[src/rtl/ttl_pkg.sv]
// shared types and constants for the ttl cache table
package ttl_pkg;

  localparam int unsigned Entries  = 16;
  localparam int unsigned IdxW     = (Entries > 1) ? $clog2(Entries) : 1;
  localparam int unsigned CntW     = $clog2(Entries + 1);
  localparam int unsigned ClockW   = 42;
  localparam int unsigned KeyW     = 64;
  localparam int unsigned DataW    = 64;
  localparam int unsigned TtlW     = 32;
  localparam int unsigned LimW     = 42;
  localparam int unsigned FindCap  = 16;
  localparam int unsigned MsPerS   = 1000;

  localparam logic [2:0] ReqTick   = 3'd0;
  localparam logic [2:0] ReqAdd    = 3'd1;
  localparam logic [2:0] ReqRemove = 3'd2;
  localparam logic [2:0] ReqFind   = 3'd3;
  localparam logic [2:0] ReqFlush  = 3'd4;

  localparam logic [1:0] StatOk      = 2'd0;
  localparam logic [1:0] StatInvalid = 2'd1;
  localparam logic [1:0] StatNoSpace = 2'd2;

  localparam logic KindData    = 1'b0;
  localparam logic KindSummary = 1'b1;

  typedef struct packed {
    logic [2:0]       req_type;
    logic [KeyW-1:0]  lookup_key;
    logic [DataW-1:0] entry_data;
    logic [TtlW-1:0]  ttl_seconds;
    logic [4:0]       max_matches;
  } req_t;

  typedef struct packed {
    logic             result_kind;
    logic [DataW-1:0] match_data;
    logic [1:0]       status;
    logic [4:0]       found_count;
    logic             last;
  } rsp_t;

  // controller to datapath
  typedef struct packed {
    logic             load;      // capture request
    logic             tick;      // advance clock
    logic             flush;     // clear all valid bits
    logic             scan_clr;  // reset scan index and accumulators
    logic             scan_step; // examine one slot
    logic             write;     // store the add into the picked slot
  } ctl_t;

  // datapath to controller
  typedef struct packed {
    logic             scan_done; // last slot examined this cycle
    logic             emit;      // current slot gives a data word
  } sts_t;

endpackage

[src/rtl/ttl_ctrl.sv]
// request sequencer and output word register
module ttl_ctrl (
  input  logic          clk_i,
  input  logic          rst_ni,
  input  logic          in_valid_i,
  output logic          in_stall_o,
  input  ttl_pkg::req_t req_i,
  output logic          out_valid_o,
  input  logic          out_stall_i,
  output ttl_pkg::rsp_t out_o,
  output ttl_pkg::ctl_t ctl_o,
  input  ttl_pkg::sts_t sts_i,
  input  ttl_pkg::rsp_t sum_i,
  input  logic [ttl_pkg::DataW-1:0] data_i
);
  typedef enum logic [4:0] {
    StIdle = 5'b00001,
    StPrep = 5'b00010,
    StScan = 5'b00100,
    StSum  = 5'b01000,
    StWait = 5'b10000
  } state_e;

  state_e        state_q, state_d;
  logic          is_add_q, is_add_d;
  logic          ov_q, ov_d;
  ttl_pkg::rsp_t od_q, od_d;
  logic          accept;
  logic          free;

  assign free        = !ov_q || !out_stall_i;
  assign in_stall_o  = (state_q != StIdle);
  assign accept      = in_valid_i && !in_stall_o;
  assign out_valid_o = ov_q;
  assign out_o       = od_q;

  always_comb begin
    state_d  = state_q;
    is_add_d = is_add_q;
    ov_d     = ov_q && out_stall_i;
    od_d     = od_q;
    ctl_o    = '0;
    case (state_q)
      StIdle: begin
        if (accept) begin
          ctl_o.load = 1'b1;
          state_d    = StPrep;
          ctl_o.scan_clr = 1'b1;
          is_add_d   = 1'b0;
          case (req_i.req_type)
            ttl_pkg::ReqTick: begin
              ctl_o.tick = 1'b1;
              state_d    = StSum;
            end
            ttl_pkg::ReqFlush: begin
              ctl_o.flush = 1'b1;
              state_d     = StSum;
            end
            ttl_pkg::ReqAdd: begin
              is_add_d = 1'b1;
              if (req_i.ttl_seconds == '0) state_d = StSum;
            end
            ttl_pkg::ReqRemove: begin
            end
            ttl_pkg::ReqFind: begin
              if (req_i.max_matches == '0) state_d = StSum;
            end
            default: begin
              state_d = StSum;
            end
          endcase
        end
      end
      StPrep: begin
        // first slot read is in flight
        state_d = StScan;
      end
      StScan: begin
        // hold the scan while a data word cannot be placed
        if (!sts_i.emit || free) begin
          ctl_o.scan_step = 1'b1;
          if (sts_i.emit) begin
            ov_d = 1'b1;
            od_d = '0;
            od_d.result_kind = ttl_pkg::KindData;
            od_d.match_data  = data_i;
          end
          if (sts_i.scan_done) begin
            state_d = is_add_q ? StWait : StSum;
          end
        end
      end
      StWait: begin
        ctl_o.write = 1'b1;
        state_d     = StSum;
      end
      StSum: begin
        if (free) begin
          ov_d    = 1'b1;
          od_d    = sum_i;
          state_d = StIdle;
        end
      end
      default: begin
        state_d = StIdle;
      end
    endcase
  end

  always_ff @(posedge clk_i or negedge rst_ni) begin
    if (!rst_ni) begin
      state_q  <= StIdle;
      is_add_q <= 1'b0;
      ov_q     <= 1'b0;
    end else begin
      state_q  <= state_d;
      is_add_q <= is_add_d;
      ov_q     <= ov_d;
    end
  end

  always_ff @(posedge clk_i) begin
    od_q <= od_d;
  end

  a_onehot: assert property (@(posedge clk_i) disable iff (!rst_ni)
    $onehot(state_q))
    else $error("state not one-hot");
  a_hold: assert property (@(posedge clk_i) disable iff (!rst_ni)
    ov_q && out_stall_i |=> ov_q && $stable(od_q))
    else $error("stalled word lost");
  a_busy: assert property (@(posedge clk_i) disable iff (!rst_ni)
    accept |=> in_stall_o)
    else $error("second request taken mid-operation");
endmodule

[config.mk]
export PLATFORM = sky130hd
export DESIGN_NAME = ttl_ctrl
export DESIGN_NICKNAME = d
export VERILOG_FILES = /design/src/rtl/ttl_pkg.sv /design/src/rtl/ttl_ctrl.sv
export SDC_FILE = /design/constraint.sdc
export NUM_CORES = 1
export LEC_CHECK = 0
export ABC_AREA = 1
export ABC_CLOCK_PERIOD_IN_PS = 5900
export BUFFER_PORTS_ARGS = -buffer_cell sky130_fd_sc_hd__buf_2
export CORE_AREA = 2 2 154 156
export DETAILED_ROUTE_END_ITERATION = 7
export DIE_AREA = 0 0 156 158
export GPL_TIMING_DRIVEN = 0
export SLEW_MARGIN = 20
export SYNTH_ARGS = -nofsm -noshare
export SYNTH_HDL_FRONTEND = slang
export SYNTH_SLANG_ARGS = --single-unit
[constraint.sdc]
create_clock -name clk_i -period 5.9 [get_ports clk_i]
set_clock_uncertainty 0.1 [all_clocks]
set_input_delay 0.295 -clock clk_i [delete_from_list [all_inputs] [get_ports clk_i]]
set_output_delay 0.295 -clock clk_i [all_outputs]
set_load 0.005 [all_outputs]
==> summary.txt <==
Job
  • MaxCap Viol Count: 0

Pwr
  • Power per unit of standard cell area: 335 nW/µm²
  • Peak supply drop: 0.000135 V
  • Static leakage: 2.86 nW

Placement
  • Placement Cell Area: 5440 µm²
  • Gpl congestion: 0.731
  • Number of I/O port buffers: 263
  • Detailed Place HPWL: 10100 µm

Final layout
  • Util after Layout: 0.249
  • Area grow syn2layout: 55.6%
  • Final design area excluding fillers: 5730 µm²
  • Nets@finish: 988
  • Share of layout cells above drive strength 1: 0.456

Routing
  • Wire length per cell after detailed routing: 12.9 µm
  • Antenna Nets Post-Route: 0
  • Residual DRC count: 0
  • Wire length after detailed routing: 12500 µm
  • Number of vias in the routed layout: 3571
  • First-pass iteration count of the detailed router: 4
  • Ratio of routed vias to standard cells: 3.67
  • Starting DRT DRC Count: 147

Yosys
  • Library cell with the highest instance count after synthesis: nand2_1
  • Flip-flop and latch count after synthesis: 80
  • Mapped cell area: 3680 µm²
  • Post-synthesis share of cell area spent on xor and xnor gates: 0
  • Avg Inst Size Synth: 9.23 µm²
  • Synth top cells by count: nand2_1, edfxtp_1, nor2_1
  • Cell count after synthesis: 399
  • Combinational family with the most area after synthesis: simple AND/OR/NAND/NOR gates
  • Share of synthesized flip-flops with an asynchronous set or reset: 0.0875
  • Flip-flop cell with the highest count after synthesis: edfxtp_1
  • Number of flops mapped to enable cells by yosys: 73
  • Basic-gate share of the synthesized area counting and, or, nand and nor cells: 0.295
  • Area share of the leading cell type in the synthesized netlist: 0.596
  • Yosys top cell by area: edfxtp_1
  • Synthesized net count: 710
  • Seq/Total Area, Yosys: 0.643
  • YS warnings: 0
  • Adder-Cell Fraction of Synth Area: 0
  • Complex-gate fraction of the synthesized area: 0.00918
  • Most area-consuming cells after synthesis: edfxtp_1, nand2_1, dfrtp_1
  • Synth cell types: 22
  • Portion of netlist area occupied by mux cells: 0

Global route
  • Grt ovf: 0
  • Number of antenna violations at the first check in global routing: 2
  • Wire length of the first global-routing pass: 17700 µm
  • Pin count of the biggest net entering global routing: 26
  • Via count of the first global-routing pass: 3408
  • Overall track demand over capacity in global routing: 0.0983

STA
  • Final setup vio count: 0
  • Setup TNS: 0 ps
  • Hold Violations, Final: 0
  • Actual transition at the worst max-transition pin: 642 ps
  • Setup repair after global routing missed its margin: false
  • Peak clock frequency supported by timing: 0.463 GHz
  • Headroom to the max-slew limit: 0.571
  • Share of the cycle needed by the critical path after routing: 0.366
  • Pins Over Slew Limit: 0
  • Final worst path period need: 2160 ps
  • Hold WS: 74.2 ps

Worst setup path
  • Register-to-Register Path Depth: 8
  • Largest fanout on the critical path: 25
  • Last element of the critical path: out_o[25]
  • Crit path launch type: flop
  • Data required time at the worst endpoint: 5840 ps
  • Setup crit start: state_q[1]
  • Critical path data arrival time: 2100 ps
  • End of the worst register-to-register path: out_o[25]
  • Worst setup slack for register-to-register paths: 3740 ps
  • Reg2reg start: state_q[1]
  • Kind of end point of the critical path: flop
  • Worst setup path class: reg2reg

Die
  • Placeable core region: 23100 µm²
  • Vertical die dimension: 158 µm
  • Number of standard-cell rows in the floorplan: 56
  • Number of placed I/O pins: 392
  • Starting density of the core: 0.160
  • Area of the die: 24600 µm²
  • Horizontal die dimension: 156 µm

Clock network
  • Setup bufs post-CTS: 0
  • Quantity of hold-fixing buffers added after cts: 1
  • Max clock buf depth: 2
  • Number of gates resized after CTS: 0
  • CTS clock-pin slew for the worst setup and hold paths: 60 ps
  • Root buf cell: clkbuf_16
  • Clk sink count: 80
  • Clock latency on the worst-skew pair: 340 ps
  • Number of levels the H-tree was split into: 3
  • Total clock buffers created by CTS: 9
  • TritonCTS clock tree: built

Run status
  • Status: finished, final reports clean

Min path
  • Path class of the lowest-slack min-delay path: in2reg
==> state kept, by name, summed over array words and instances, names as in the netlist <==
name         cells
out_o           73
state_q          5
is_add_q         1
out_valid_o      1
==> through the flow <==
stage / instances / power (mW) / worst slack, ps
after CTS: 972 / 1.97 / 3670
after floorplan: 399 / 1.11 / 1350
after global routing: 972 / 2.06 / 3560
after detailed placement: 955 / 1.42 / 3670
final: 973 / 1.92 / 3740
after global placement: 952 / 1.39 / -656
==> worst max-delay path, cell delays in order, from the launching register on <==
cell and delay (ps):
dfrtp_1 420, nor2_4 150, nand4_4 130, inv_2 80, nand2_1 40, nand2_1 70, inv_1 80, nor2_4 500
buf_12 270
==> routing by layer <==
layer | GRT usage | routed length (µm)
met5 | 0 | 13
met4 | 0.0328 | 145
met3 | 0.0370 | 1230
met2 | 0.179 | 6060
met1 | 0.105 | 5070
==> layout make-up <==
class / count / area [µm²]
buffer: 16 / 96.3
multi-input combinational: 277 / 1130
clock inverter: 6 / 45.0
tap: 290 / 363
antenna: 1 / 2.50
inverter: 26 / 97.6
clock buffer: 10 / 229
sequential: 80 / 2370
fill: 2550 / 17300
timing repair buffer: 267 / 1400
==> where the power goes <==
part | internal (mW) | switching (mW) | total (mW)
registers | 0.781 | 0.0300 | 0.811
logic | 0.229 | 0.346 | 0.575
clock network | 0.287 | 0.246 | 0.533
==> kinds of logic after synthesis <==
kind of cell,count (synthesis)
AND/OR/NAND/NOR,271
flip-flops,80
buffers and inverters,42
AO/OA/AOI/OAI,6
==> cells in the final DEF, fill, tap and decap left out, types with 2 or more instances in the layout <==
cell type	n
nor3_1	5
clkinvlp_4	3
nor2_4	3
inv_1	20
nand2_1	218
dfrtp_1	6
buf_4	7
nand4_1	2
nand3_1	5
buf_2	271
nor2_1	34
clkbuf_1	2
a21oi_1	3
inv_2	6
edfxtp_1	73
buf_16	2
clkbuf_16	9
==> how the worst min path moves through the flow <==
stage,start,endpoint,slack [ps],depth (start not counted)
after floorplan,rst_ni,is_add_q,-100,0
after global placement,rst_ni,state_q[1],50,1
after detailed placement,rst_ni,out_valid_o,50,1
after CTS,out_stall_i,out_valid_o,60,3
after global routing,out_stall_i,out_valid_o,90,3
final,out_stall_i,out_valid_o,70,3
No activity file was read; power rests on OpenSTA's default activity.
